### src/hdl/telemetry_sensor_responder_assert.svh
// Assertion macros shared by the telemetry sensor responder
`ifndef TELEMETRY_SENSOR_RESPONDER_ASSERT_SVH
`define TELEMETRY_SENSOR_RESPONDER_ASSERT_SVH

// Property that holds in every cycle outside reset
`define TSR_ASSERT(lbl, clk, rst_n, prop) \
  lbl: assert property (@(posedge clk) disable iff (!rst_n) (prop)) \
    else $error("assertion failed");

// Implication whose consequent is checked in the cycle after the antecedent
`define TSR_ASSERT_NEXT(lbl, clk, rst_n, ante, cons) \
  lbl: assert property (@(posedge clk) disable iff (!rst_n) (ante) |=> (cons)) \
    else $error("assertion failed");

`endif

### src/hdl/tsr_pkg.sv
package tsr_pkg;

  localparam logic [7:0] FrameStart = 8'h7e;
  localparam logic [7:0] EscByte    = 8'h7d;
  localparam logic [7:0] EscStart   = 8'h5e;
  localparam logic [7:0] EscEsc     = 8'h5d;
  localparam logic [7:0] DataHead   = 8'h10;
  localparam logic [7:0] CmdOther   = 8'd5;

  localparam logic [1:0] RegPollId   = 2'd0;
  localparam logic [1:0] RegCmdId    = 2'd1;
  localparam logic [1:0] RegDelay    = 2'd2;
  localparam logic [1:0] RegPrefixCd = 2'd3;

  typedef enum logic [2:0] {
    ST_IDLE,
    ST_SEARCH,
    ST_BUILD,
    ST_SEND,
    ST_CMD
  } state_e;

  function automatic logic [15:0] slot_id(input logic [3:0] s);
    logic [15:0] r;
    begin
      unique case (s)
        4'd0, 4'd1: r = 16'h0800;
        4'd2: r = 16'h0820;
        4'd3: r = 16'h0830;
        4'd4: r = 16'h0840;
        4'd5, 4'd6: r = 16'h0850;
        4'd7: r = 16'h5200;
        4'd8: r = 16'h5210;
        4'd9: r = 16'h5220;
        4'd10: r = 16'h5230;
        4'd11: r = 16'h5240;
        4'd12: r = 16'h5250;
        4'd13: r = 16'h5260;
        4'd14: r = 16'h5270;
        default: r = 16'h5280;
      endcase
      return r;
    end
  endfunction

  function automatic logic [13:0] slot_period(input logic [3:0] s);
    logic [13:0] r;
    begin
      unique case (s)
        4'd5: r = 14'd10000;
        4'd11: r = 14'd5000;
        default: r = 14'd1000;
      endcase
      return r;
    end
  endfunction

  // Checksum over seven bytes packed low byte first
  function automatic logic [7:0] csum7(input logic [55:0] f);
    logic [10:0] t;
    logic [2:0] hi;
    logic [10:0] u;
    begin
      t = '0;
      for (int i = 0; i < 7; i++) t = t + {3'd0, f[8*i +: 8]};
      hi = (t[10:8] > 3'd7) ? 3'd7 : t[10:8];
      u = t + {8'd0, hi};
      return 8'hff - u[7:0];
    end
  endfunction

endpackage

### src/hdl/tsr_if.sv
interface tsr_in_if;
  logic        valid;
  logic        ready;
  logic        kind;
  logic [3:0]  frame_len;
  logic [63:0] frame_head;
  logic [15:0] frame_tail;
  logic [31:0] now_ms;
  logic [3:0]  metric_slot;
  logic [31:0] metric_value;
  modport source (output valid, kind, frame_len, frame_head, frame_tail, now_ms,
                  metric_slot, metric_value, input ready);
  modport sink (input valid, kind, frame_len, frame_head, frame_tail, now_ms,
                metric_slot, metric_value, output ready);
endinterface

interface tsr_out_if;
  logic        valid;
  logic        ready;
  logic        result_kind;
  logic [7:0]  tx_byte;
  logic        last_byte;
  logic [7:0]  command_code;
  logic [31:0] new_prefix;
  modport source (output valid, result_kind, tx_byte, last_byte, command_code,
                  new_prefix, input ready);
  modport sink (input valid, result_kind, tx_byte, last_byte, command_code,
                new_prefix, output ready);
endinterface

### src/hdl/telemetry_sensor_responder.sv
// Smart-Port style telemetry sensor responder.
// Input channel in_i carries received frames, idle calls (frame_len 0) and
// metric writes (kind 1). Output channel out_o carries transmitted reply
// bytes (byte-stuffed, last_byte on the final one) and command results.
// APB port: registers poll id, command id, reply delay, prefix code at
// byte addresses 0, 4, 8, 12.
// Throughput: one item at a time. A metric write or plain frame completes on
// acceptance; a poll walks the slot table one slot per cycle through
// one shared subtract-and-compare unit, then builds the reply frame. A
// command or a reply trigger presents its first result the cycle
// after acceptance. A reply run emits one byte per accepted output cycle,
// up to 16. Each result is held in registered state; if the receiver
// stalls, the sequencer holds until it is taken, and in_i stays low-ready
// meanwhile. Reset clears metrics, send times, the reply arm and count,
// sets the current slot to NUM_METRICS-1 and restores register reset values.
`include "telemetry_sensor_responder_assert.svh"

module telemetry_sensor_responder #(
  parameter int NUM_METRICS = 12
) (
  input  logic        clk_i,
  input  logic        rst_ni,
  tsr_in_if.sink      in_i,
  tsr_out_if.source   out_o,
  input  logic        psel,
  input  logic        penable,
  input  logic        pwrite,
  input  logic [3:0]  paddr,
  input  logic [31:0] pwdata,
  output logic [31:0] prdata,
  output logic        pready
);

  localparam int SW = 4;
  localparam logic [SW-1:0] LastSlot = SW'(NUM_METRICS - 1);

  // configuration
  logic [7:0] poll_id_q, cmd_id_q, prefix_cd_q;
  logic [4:0] delay_q;
  logic       wr_en;
  assign pready = 1'b1;
  assign wr_en  = psel && penable && pwrite;

  always_ff @(posedge clk_i or negedge rst_ni) begin
    if (!rst_ni) begin
      poll_id_q   <= 8'hf2;
      cmd_id_q    <= 8'h53;
      delay_q     <= 5'd25;
      prefix_cd_q <= 8'd1;
    end else if (wr_en) begin
      unique case (paddr[3:2])
        tsr_pkg::RegPollId:   poll_id_q   <= pwdata[7:0];
        tsr_pkg::RegCmdId:    cmd_id_q    <= pwdata[7:0];
        tsr_pkg::RegDelay:    delay_q     <= pwdata[4:0];
        default:              prefix_cd_q <= pwdata[7:0];
      endcase
    end
  end

  always_comb begin
    unique case (paddr[3:2])
      tsr_pkg::RegPollId:  prdata = {24'd0, poll_id_q};
      tsr_pkg::RegCmdId:   prdata = {24'd0, cmd_id_q};
      tsr_pkg::RegDelay:   prdata = {27'd0, delay_q};
      default:             prdata = {24'd0, prefix_cd_q};
    endcase
  end

  // state
  tsr_pkg::state_e state_q, state_d;
  logic [31:0] metric_q [NUM_METRICS];
  logic [31:0] sent_q [NUM_METRICS];
  logic [SW-1:0] cur_q, cur_d, scan_q, scan_d, start_q, start_d;
  logic [63:0] frame_q, frame_d;
  logic [4:0]  count_q, count_d;
  logic        armed_q, armed_d;
  logic [31:0] now_q, now_d;
  logic [3:0]  idx_q, idx_d;      // reply byte index
  logic        esc_q, esc_d;      // second half of an escape pair
  logic [31:0] pfx_q, pfx_d;
  logic        setp_q, setp_d;
  logic        found_q, found_d;

  logic        in_fire, out_fire;
  logic [7:0]  b [10];
  logic        is_poll, is_cmd, cmd_ok;
  logic [55:0] cmd_bytes;
  logic [SW-1:0] nxt;
  logic [31:0] age;
  logic        due;
  logic [7:0]  cur_byte;
  logic        need_esc;
  logic [55:0] f7;
  logic [15:0] id;
  logic [31:0] v;

  assign in_fire  = in_i.valid && in_i.ready;
  assign out_fire = out_o.valid && out_o.ready;

  always_comb begin
    for (int i = 0; i < 8; i++) b[i] = in_i.frame_head[8*i +: 8];
    b[8] = in_i.frame_tail[7:0];
    b[9] = in_i.frame_tail[15:8];
  end
  assign cmd_bytes = {in_i.frame_tail[7:0], in_i.frame_head[63:16]};
  assign is_poll = in_i.frame_len == 4'd2 && b[0] == tsr_pkg::FrameStart
                   && b[1] == poll_id_q;
  assign is_cmd  = in_i.frame_len == 4'd10 && b[0] == tsr_pkg::FrameStart
                   && b[1] == cmd_id_q;
  assign cmd_ok  = tsr_pkg::csum7(cmd_bytes) == b[9];

  // shared due unit: one slot per cycle
  assign nxt = (scan_q == LastSlot) ? '0 : scan_q + 1'b1;
  assign age = now_q - sent_q[scan_q];
  assign due = age > {18'd0, tsr_pkg::slot_period(scan_q)};

  assign id = tsr_pkg::slot_id(cur_q);
  assign v  = metric_q[cur_q];
  assign f7 = {v, id, tsr_pkg::DataHead};

  assign cur_byte = frame_q[{idx_q[2:0], 3'b000} +: 8];
  assign need_esc = cur_byte == tsr_pkg::FrameStart || cur_byte == tsr_pkg::EscByte;

  always_comb begin
    state_d = state_q; cur_d = cur_q; scan_d = scan_q; start_d = start_q;
    frame_d = frame_q; count_d = count_q; armed_d = armed_q; now_d = now_q;
    idx_d = idx_q; esc_d = esc_q; pfx_d = pfx_q; setp_d = setp_q;
    found_d = found_q;
    in_i.ready = 1'b0;
    out_o.valid = 1'b0;
    out_o.result_kind = 1'b0;
    out_o.tx_byte = '0;
    out_o.last_byte = 1'b0;
    out_o.command_code = '0;
    out_o.new_prefix = '0;
    unique case (state_q)
      tsr_pkg::ST_IDLE: begin
        in_i.ready = 1'b1;
        if (in_fire && !in_i.kind) begin
          if (is_poll) begin
            now_d   = in_i.now_ms;
            start_d = cur_q;
            scan_d  = (cur_q == LastSlot) ? '0 : cur_q + 1'b1;
            found_d = 1'b0;
            state_d = tsr_pkg::ST_SEARCH;
          end else if (is_cmd) begin
            if (cmd_ok) begin
              setp_d  = b[3] == 8'hff && b[4] == 8'h00;
              pfx_d   = {b[8], b[7], b[6], b[5]};
              state_d = tsr_pkg::ST_CMD;
            end
          end else if (armed_q) begin
            if (count_q == delay_q) begin
              idx_d = '0; esc_d = 1'b0;
              armed_d = 1'b0;
              state_d = tsr_pkg::ST_SEND;
            end else begin
              count_d = count_q + 5'd1;
            end
          end
        end
      end
      tsr_pkg::ST_SEARCH: begin
        if (scan_q == start_q) begin
          state_d = tsr_pkg::ST_BUILD;
        end else if (due) begin
          cur_d = scan_q; found_d = 1'b1;
          state_d = tsr_pkg::ST_BUILD;
        end else begin
          scan_d = nxt;
        end
      end
      tsr_pkg::ST_BUILD: begin
        frame_d = found_q ? {tsr_pkg::csum7(f7), f7} : {8'hff, 56'd0};
        armed_d = 1'b1;
        count_d = '0;
        state_d = tsr_pkg::ST_IDLE;
      end
      tsr_pkg::ST_SEND: begin
        out_o.valid = 1'b1;
        if (need_esc && !esc_q) begin
          out_o.tx_byte = tsr_pkg::EscByte;
        end else begin
          out_o.tx_byte = !need_esc ? cur_byte :
                          (cur_byte == tsr_pkg::FrameStart) ? tsr_pkg::EscStart
                                                           : tsr_pkg::EscEsc;
          out_o.last_byte = idx_q == 4'd7;
        end
        if (out_fire) begin
          if (need_esc && !esc_q) esc_d = 1'b1;
          else begin
            esc_d = 1'b0;
            idx_d = idx_q + 4'd1;
            if (idx_q == 4'd7) state_d = tsr_pkg::ST_IDLE;
          end
        end
      end
      default: begin
        out_o.valid = 1'b1;
        out_o.result_kind = 1'b1;
        out_o.command_code = setp_q ? prefix_cd_q : tsr_pkg::CmdOther;
        out_o.new_prefix = setp_q ? pfx_q : '0;
        if (out_fire) state_d = tsr_pkg::ST_IDLE;
      end
    endcase
  end

  always_ff @(posedge clk_i or negedge rst_ni) begin
    if (!rst_ni) begin
      state_q <= tsr_pkg::ST_IDLE;
      cur_q   <= LastSlot;
      count_q <= '0;
      armed_q <= 1'b0;
      idx_q   <= '0;
      esc_q   <= 1'b0;
      for (int i = 0; i < NUM_METRICS; i++) begin
        metric_q[i] <= '0;
        sent_q[i]   <= '0;
      end
    end else begin
      state_q <= state_d;
      cur_q   <= cur_d;
      count_q <= count_d;
      armed_q <= armed_d;
      idx_q   <= idx_d;
      esc_q   <= esc_d;
      if (in_fire && in_i.kind && {1'b0, in_i.metric_slot} < 5'(NUM_METRICS))
        metric_q[in_i.metric_slot[SW-1:0]] <= in_i.metric_value;
      if (state_q == tsr_pkg::ST_SEARCH && scan_q != start_q && due)
        sent_q[scan_q] <= now_q;
    end
  end

  always_ff @(posedge clk_i) begin
    scan_q  <= scan_d;
    start_q <= start_d;
    frame_q <= frame_d;
    now_q   <= now_d;
    pfx_q   <= pfx_d;
    setp_q  <= setp_d;
    found_q <= found_d;
  end

  `TSR_ASSERT(a_ready_idle, clk_i, rst_ni,
    !in_i.ready || state_q == tsr_pkg::ST_IDLE)
  `TSR_ASSERT(a_out_busy, clk_i, rst_ni,
    !out_o.valid || state_q == tsr_pkg::ST_SEND || state_q == tsr_pkg::ST_CMD)
  `TSR_ASSERT_NEXT(a_build_arms, clk_i, rst_ni,
    state_q == tsr_pkg::ST_BUILD, armed_q && count_q == 5'd0)
  `TSR_ASSERT_NEXT(a_last_ends, clk_i, rst_ni,
    out_fire && out_o.last_byte, state_q == tsr_pkg::ST_IDLE)

endmodule

### src/flat_wrapper.sv
// flat-port wrapper written by rule: the top's interface ports become plain ports
module telemetry_sensor_responder_flat 
#(
  parameter int NUM_METRICS = 12
)
  (clk_i, rst_ni, psel, penable, pwrite, paddr, pwdata, prdata, pready, in_i_valid, in_i_kind, in_i_frame_len, in_i_frame_head, in_i_frame_tail, in_i_now_ms, in_i_metric_slot, in_i_metric_value, in_i_ready, out_o_valid, out_o_result_kind, out_o_tx_byte, out_o_last_byte, out_o_command_code, out_o_new_prefix, out_o_ready);
  tsr_in_if in_i_i ();
  tsr_out_if out_o_i ();
  input  logic clk_i;
  input  logic rst_ni;
  input  logic psel;
  input  logic penable;
  input  logic pwrite;
  input  logic [3:0] paddr;
  input  logic [31:0] pwdata;
  output logic [31:0] prdata;
  output logic pready;
  input wire logic [$bits(in_i_i.valid)-1:0] in_i_valid;
  input wire logic [$bits(in_i_i.kind)-1:0] in_i_kind;
  input wire logic [$bits(in_i_i.frame_len)-1:0] in_i_frame_len;
  input wire logic [$bits(in_i_i.frame_head)-1:0] in_i_frame_head;
  input wire logic [$bits(in_i_i.frame_tail)-1:0] in_i_frame_tail;
  input wire logic [$bits(in_i_i.now_ms)-1:0] in_i_now_ms;
  input wire logic [$bits(in_i_i.metric_slot)-1:0] in_i_metric_slot;
  input wire logic [$bits(in_i_i.metric_value)-1:0] in_i_metric_value;
  output wire logic [$bits(in_i_i.ready)-1:0] in_i_ready;
  output wire logic [$bits(out_o_i.valid)-1:0] out_o_valid;
  output wire logic [$bits(out_o_i.result_kind)-1:0] out_o_result_kind;
  output wire logic [$bits(out_o_i.tx_byte)-1:0] out_o_tx_byte;
  output wire logic [$bits(out_o_i.last_byte)-1:0] out_o_last_byte;
  output wire logic [$bits(out_o_i.command_code)-1:0] out_o_command_code;
  output wire logic [$bits(out_o_i.new_prefix)-1:0] out_o_new_prefix;
  input wire logic [$bits(out_o_i.ready)-1:0] out_o_ready;
  assign in_i_i.valid = in_i_valid;
  assign in_i_i.kind = in_i_kind;
  assign in_i_i.frame_len = in_i_frame_len;
  assign in_i_i.frame_head = in_i_frame_head;
  assign in_i_i.frame_tail = in_i_frame_tail;
  assign in_i_i.now_ms = in_i_now_ms;
  assign in_i_i.metric_slot = in_i_metric_slot;
  assign in_i_i.metric_value = in_i_metric_value;
  assign in_i_ready = in_i_i.ready;
  assign out_o_valid = out_o_i.valid;
  assign out_o_result_kind = out_o_i.result_kind;
  assign out_o_tx_byte = out_o_i.tx_byte;
  assign out_o_last_byte = out_o_i.last_byte;
  assign out_o_command_code = out_o_i.command_code;
  assign out_o_new_prefix = out_o_i.new_prefix;
  assign out_o_i.ready = out_o_ready;
  telemetry_sensor_responder #(.NUM_METRICS(NUM_METRICS)) u_core (.clk_i(clk_i), .rst_ni(rst_ni), .in_i(in_i_i), .out_o(out_o_i), .psel(psel), .penable(penable), .pwrite(pwrite), .paddr(paddr), .pwdata(pwdata), .prdata(prdata), .pready(pready));
endmodule
### config.mk
export PLATFORM = sky130hd
export DESIGN_NAME = telemetry_sensor_responder_flat
export DESIGN_NICKNAME = d
export VERILOG_FILES = /design/src/hdl/tsr_pkg.sv /design/src/hdl/tsr_if.sv /design/src/hdl/telemetry_sensor_responder.sv /design/src/flat_wrapper.sv
export VERILOG_INCLUDE_DIRS = /design/src /design/src/hdl
export SDC_FILE = /design/constraint.sdc
export NUM_CORES = 2
export LEC_CHECK = 0
export ABC_AREA = 0
export BUFFER_PORTS_ARGS = -buffer_cell sky130_fd_sc_hd__clkbuf_2
export CAP_MARGIN = 20
export CORE_UTILIZATION = 49
export CTS_BUF_LIST = sky130_fd_sc_hd__clkbuf_4 sky130_fd_sc_hd__clkbuf_8 sky130_fd_sc_hd__clkbuf_16
export CTS_CLUSTER_SIZE = 10
export DETAILED_ROUTE_END_ITERATION = 10
export HOLD_SLACK_MARGIN = 0.15
export PLACE_DENSITY = 0.64
export SETUP_SLACK_MARGIN = 0.5
export SLEW_MARGIN = 0
export SYNTH_ARGS = -nofsm -noshare
export SYNTH_HDL_FRONTEND = slang
export SYNTH_SLANG_ARGS = --single-unit
### constraint.sdc
create_clock -name clk_i -period 9.25 [get_ports clk_i]
set_input_delay 0.4625 -clock clk_i [delete_from_list [all_inputs] [get_ports clk_i]]
set_output_delay 0.4625 -clock clk_i [all_outputs]
set_load 0.01 [all_outputs]
**Word level (Yosys, flattened, before mapping)**

Memories as Yosys holds them, arrays and structs flattened.
Cells that the tools add are included.

- Bits of input ports: 196
- Memories kept: 1
- Memory bits (read-only): 128
- Word-level logic and storage cells: 245
- Output and inout port bits: 85
- Flip-flop bits (word level): 953

- Shift operators: 1
- Reduce and logical (&&, ||, !) cells: 44
- Eq/ne operators: 38
- Add/sub/neg operators: 21
- Bitwise logic cells: 6
- Mux-type cells: 83
- $lt $le $gt $ge: 9

Memories:

| name | words | width | rd ports | clocked after memory_dff | write ports | RTL line | source |
|---|---|---|---|---|---|---|---|
| (name not given) | 16 | 8 | 1 | 0 | 0 | tsr_pkg.sv:26 | `unique case (s)` |

Operators by type and width:

| operator | count |
|---|---|
| bitwise mux 384 bit | 2 |
| binary-select mux 32 bit (select 4 bit) | 2 |
| demux 32 bit (select 4 bit) | 2 |
| two-way mux 32 bit | 8 |
| adder 11 x 8 -> 11 bit | 9 |
| variable part select 64 x 7 -> 8 bit | 1 |
| two-way mux 4 bit | 13 |
| two-way mux 3 bit | 14 |
| two-way mux 8 bit | 5 |
| greater-than comparator 32 x 14 -> 1 bit | 1 |
| subtractor 32 bit | 1 |
| two-way mux 5 bit | 6 |
| one-hot mux 14 bit (2 select lines) | 1 |
| == test 8 x 7 -> 1 bit (second input constant) | 3 |
| == test 8 bit | 3 |
| one-hot mux 8 bit (3 select lines) | 1 |
| two-way mux 1 bit | 21 |
| logical AND 1 bit | 17 |
| adder 8 x 3 -> 8 bit | 2 |
| one-hot mux 4 bit (2 select lines) | 2 |
| subtractor 8 bit (first input constant) | 2 |
| >= comparator 5 bit (second input constant) | 3 |
| inverter 4 -> 5 bit | 3 |
| AND reduction 5 bit | 3 |
| 45 further kinds | 77 |

**Logic depth before layout (Yosys ltp)**

- Depth after elaboration: 16
- Depth in mapped cells: 33
- Depth with buffers taken out: 33

**Worst setup path after synthesis**

Ideal clock, no wire load.

- Path kind: register to register
- From: reg u_core.cur_q[0]
- To: reg u_core.frame_q[63] (data pin)
- Library setup time: 266 ps
- Slack: 2,158 ps
- Arrival time: 6,826 ps
- Buffers on the path: 2
- Stages on the path, launching flop included: 30
- Required time: 8,984 ps
- Clock period less this slack: 7,092 ps
- Path through: dfstp_2 > clkbuf_1 > buf_1 > mux4_2 > nand2_1 > a21oi_1 > a31oi_1 > fa_1 > fa_1 > fa_1 > inv_1 > ha_1 > fa_1 > a21oi_1 > nor2_1 > nor2_1 > nor2b_1 > o21ai_0 > nand2b_1 > a21o_1 > a21oi_1 > xor2_1 > inv_1 > ha_1 > a21o_1 > a21oi_1 > nor3b_1 > nand3_1 > xnor2_1 > nand2_1

- Longest elaborated chain between the ends: 12
- Elaborated cells between the ends (all ways): 15
- Those cells by class: add/sub (8); order compare (1); mux (4); bitwise (1); memory (1)

RTL lines:

| item | RTL line | source |
|---|---|---|
| start: declaration | telemetry_sensor_responder.sv:73 | `logic [SW-1:0] cur_q, cur_d, scan_q, scan_d, start_q, start_d;` |
| start signal: assignment | telemetry_sensor_responder.sv:211 | `cur_q <= LastSlot;` |
| start signal: assignment | telemetry_sensor_responder.sv:222 | `cur_q <= cur_d;` |
| parallel branches: the longest is 7 deep, another holds adder 11 x 8 -> 11 bit | n/a |  |
| adder 11 x 8 -> 11 bit * | tsr_pkg.sv:65 | `for (int i = 0; i < 7; i++) t = t + {3'd0, f[8*i +: 8]};` |
| greater-than comparator 3 bit | tsr_pkg.sv:66 | `hi = (t[10:8] > 3'd7) ? 3'd7 : t[10:8];` |
| two-way mux 3 bit | tsr_pkg.sv:66 |  |
| adder 8 x 3 -> 8 bit * | tsr_pkg.sv:67 | `u = t + {8'd0, hi};` |
| subtractor 8 bit * | tsr_pkg.sv:68 | `return 8'hff - u[7:0];` |
| end signal: assignment | telemetry_sensor_responder.sv:237 | `frame_q <= frame_d;` |
| end: declaration | telemetry_sensor_responder.sv:74 | `logic [63:0] frame_q, frame_d;` |

Every way passes the cells marked *. The select of a mux whose other input is x is not followed.
A chain may end at the register's enable or synchronous reset.

**Final worst setup path**

Ends and elaborated chain as after synthesis.

==> summary.md <==
| Metric | Value |
|---|---|
| Run status | complete, but fails checks |
| Failing checks | design-rule violations |
| Netlist Area Pre-Place | 0.0480 mm^2 |
| Flop-to-flop setup slack | 1.61 ns |
| IO Pins | 281 |
| Share of cells above drive strength 1 | 0.401 |
| Min Hold Slack | 0.190 ns |
| RSZ-0062 raised after global routing | no |
| Wire per inst | 22.8 um |
| Port Buffers | 229 |
| Post-CTS sizing | 0 |
| Yosys top cell area share | 0.416 |
| DRT iter0 DRCs | 1826 |
| Overall global routing resource usage | 0.235 |
| Top post-synthesis cells by area | dfrtp_1, mux2_2, mux4_2, edfxtp_1, fa_1 |
| Launch point of the worst reg-to-reg path | u_core.cur_q[0]$_DFFE_PN1P_ |
| NumNets Final | 4024 |
| Gr ovfl total | 0 |
| Seq cells post-synth | 936 |
| Post-Place Cells | 4761 |
| Peak VDD IR | 0.220 mV |
| Max-capacitance violation count | 0 |
| CP arrival | 8.07 ns |
| Part of the cycle the worst path needs | 0.826 |
| Reg2Reg Depth | 27 |
| Reg2reg end | u_core.frame_q[63]$_SDFFCE_PN1N_ |
| Pwr/cell area | 302 mW/mm^2 |
| Drt total wl | 115 mm |
| TritonCTS buffer count | 108 |
| Yosys top cell by area | dfrtp_1 |
| Synthesized-area fraction occupied by xor and xnor cells | 0.0151 |
| Ys async rst share | 0.871 |
| Maximum root-to-sink buffer count | 3 |
| Post-Syn Area per Cell | 13.9 um^2 |
| Setup crit start | u_core.cur_q[0]$_DFFE_PN1P_ |
| Die height | 315 um |
| Sequential area share after synthesis | 0.501 |
| Vias in the first global route | 30145 |
| Fin. Hold Viols | 0 |
| Post-Synth Adder-Cell Area | 0.0481 |
| CP peak stage delay | 0.93 ns |
| Die area | 0.0993 mm^2 |
| Largest net degree at the start of global routing | 176 |
| Initial core utilization | 0.496 |
| Clk_lat worst skew | 0.71 ns |
| Post-DP HPWL | 71.7 mm |
| Buf+Inv Stages, Crit Path | 4 |
| Fill cell count | 7882 |
| Synth-to-Final Area Change | 13.2% |
| Netlist cell types | 85 |
| Drt first pass iters | 8 |
| # rows | 114 |
| Crit path time final | 7.64 ns |
| First-pass GRT wire length | 180 mm |
| Rel. slew slack | 0.248 |
| Core Region | 0.0969 mm^2 |
| Leak | 24.9 nW |
| H-Tree Level Count | 3 |
| Min-Delay Path Class | in2reg |
| Post-route DRC | 9 |
| Commonest non-fill, non-tap cells in the layout | dfrtp_1, mux2_2, clkbuf_2 |
| Fmax achieved | 0.131 GHz |
| Clk root buf | clkbuf_16 |
| Remaining antenna violation count | 0 |
| Layout Skew | 0.0401 ns |
| WP data required | 9.67 ns |
| Synth Flop Type | dfrtp_1 |
| CTS tree | done |
| Measured slew at the worst slew-check pin | 1.13 ns |
| Mux cell area share after synthesis | 0.304 |
| Clock Sinks | 936 |
| Main combinational cell family by area after synthesis | multiplexers |
| Routability Congestion | 0.925 |
| Via count | 28854 |
| CP Class | reg2reg |
| Stages on worst setup path | 27 |
| Synthesis Warnings | 0 |
| Largest fanout on the critical path | 30 |
| Initial antenna violation count | 4 |
| CTS clk-pin slew, worst paths | 0.06 ns |
| Postcts setup bufs | 0 |
| Chip width | 315 um |
| Post-synth EDFFs | 121 |
| Leading cell type in the layout, fill and taps excluded | dfrtp_1 |
| Compound-Gate Fraction of Synth Area | 0.0427 |
| CP startpoint kind | register |
| Slowest stage cell on the critical path | dfstp_4 |
| Post-DR vias/cell | 5.76 |
| Setup TNS | 0 ns |
| Worst Setup EP | u_core.frame_q[63]$_SDFFCE_PN1N_ |
| Max-slew violation count | 0 |
| Endpoints failing setup | 0 |
| Crit end category | register |
| Post-Synth Simple-Gate Area | 0.0501 |
| Delay-heaviest family, CP | adder cells |
| Final std cells w/o fill | 5012 |
| Gate Count Post-Synth | 3461 |
==> worst register-to-register path, delay by kind of cell (launching register included) <==
family,cells,cell delay [ns]
XOR/XNOR,2,0.52
multiplexers,1,0.56
adder cells (fa/ha/maj),5,2.03
AO/OA/AOI/OAI,7,1.59
buffers and inverters,4,0.75
AND/OR/NAND/NOR,8,1.01
flip-flops,1,0.93
==> final cells by class <==
cell class | count | area, um^2 | share of cell area
antenna | 2 | 5.00 | 0.0000921
clock buffer | 155 | 3100 | 0.0570
clock inverter | 11 | 225 | 0.00414
inverter | 144 | 541 | 0.00994
multi-input combinational | 2123 | 22300 | 0.410
sequential | 936 | 24100 | 0.442
tap | 1276 | 1600 | 0.0294
timing repair buffer | 365 | 2560 | 0.0471
==> cells by family after synthesis <==
family,Yosys count
muxes,1081
DFF,936
and+or+nand+nor,464
buffers and inverters,425
AOI/OAI and AO/OA,320
adders and majority gates,150
xor gates and xnor gates,83
other,2
==> metal layers <==
| layer | track usage | vias up | wire (um) |
|---|---|---|---|
| li1 | - | 12978 | - |
| met1 | 0.335 | 15093 | 52100 |
| met2 | 0.376 | 604 | 54500 |
| met3 | 0.0352 | 177 | 5160 |
| met4 | 0.0655 | 2 | 2690 |
| met5 | 0 | - | 13 |
==> Yosys cell counts (12+ instances only) <==
cell,instances
a21o_1,20
buf_2,17
mux4_2,204
nor2_1,100
fa_1,58
mux2_2,725
mux2i_1,67
nor3_1,15
ha_1,92
nand4_1,25
dfstp_2,16
and2_1,31
o22ai_1,25
mux2_4,59
nand2_1,121
a21oi_1,107
clkbuf_1,148
dfrtp_1,799
buf_4,45
buf_6,12
and3_1,44
nor2b_1,36
buf_1,57
o21ai_0,53
inv_1,144
mux2_1,26
a31oi_1,15
nand3_1,28
edfxtp_1,121
xnor2_1,59
xor2_1,24
a211oi_1,12
o21bai_1,12
==> per-stage QoR <==
step	power (mW)	setup WS [ns]	area (um^2)	utilization
CTS	16.6	1.60	54300	0.561
detailed placement	12.4	1.50	50200	0.518
floorplan	11.0	2.16	48100	-
global route	17.5	1.09	54400	0.561
global placement	12.2	1.62	50200	0.518
finish	16.4	1.61	54400	0.561
==> power by group <==
group	switching (mW)	internal, mW	total (mW)	leakage, nW
Sequential	0.786	5.59	6.37	11.9
Clock	1.64	2.44	4.08	1.67
Combinational	2.82	3.15	5.96	11.4
==> how the worst min path moves through the flow <==
stage	endpoint	start	slack [ns]	cells after the start
after floorplan	u_core.armed_q$_DFFE_PN0P_	rst_ni	0.17	0
after global placement	u_core.sent_q[20]$_DFFE_PN0P_	u_core.sent_q[20]$_DFFE_PN0P_	0.46	1
after detailed placement	u_core.sent_q[11]$_DFFE_PN0P_	u_core.sent_q[11]$_DFFE_PN0P_	0.47	1
after CTS	u_core.metric_q[149]$_DFFE_PN0P_	in_i_metric_value[21]	0.15	2
after global routing	u_core.metric_q[247]$_DFFE_PN0P_	in_i_metric_value[23]	0.19	2
final	u_core.metric_q[321]$_DFFE_PN0P_	in_i_metric_value[1]	0.19	2
==> registers in the layout (all words and copies together), names as in the netlist, 8 cells and up <==
signal / flops
u_core.now_q: 32
u_core.pfx_q: 32
u_core.poll_id_q: 8
u_core.metric_q: 384
u_core.frame_q: 47
u_core.cmd_id_q: 8
u_core.prefix_cd_q: 8
u_core.sent_q: 384
==> timing repair <==
item | CTS | global route
endpoints found under the setup margin | 0 | 0
hold buffers | 80 | 0
endpoints found under the hold margin | 199 | 0
(Power assumes the default switching activity.)
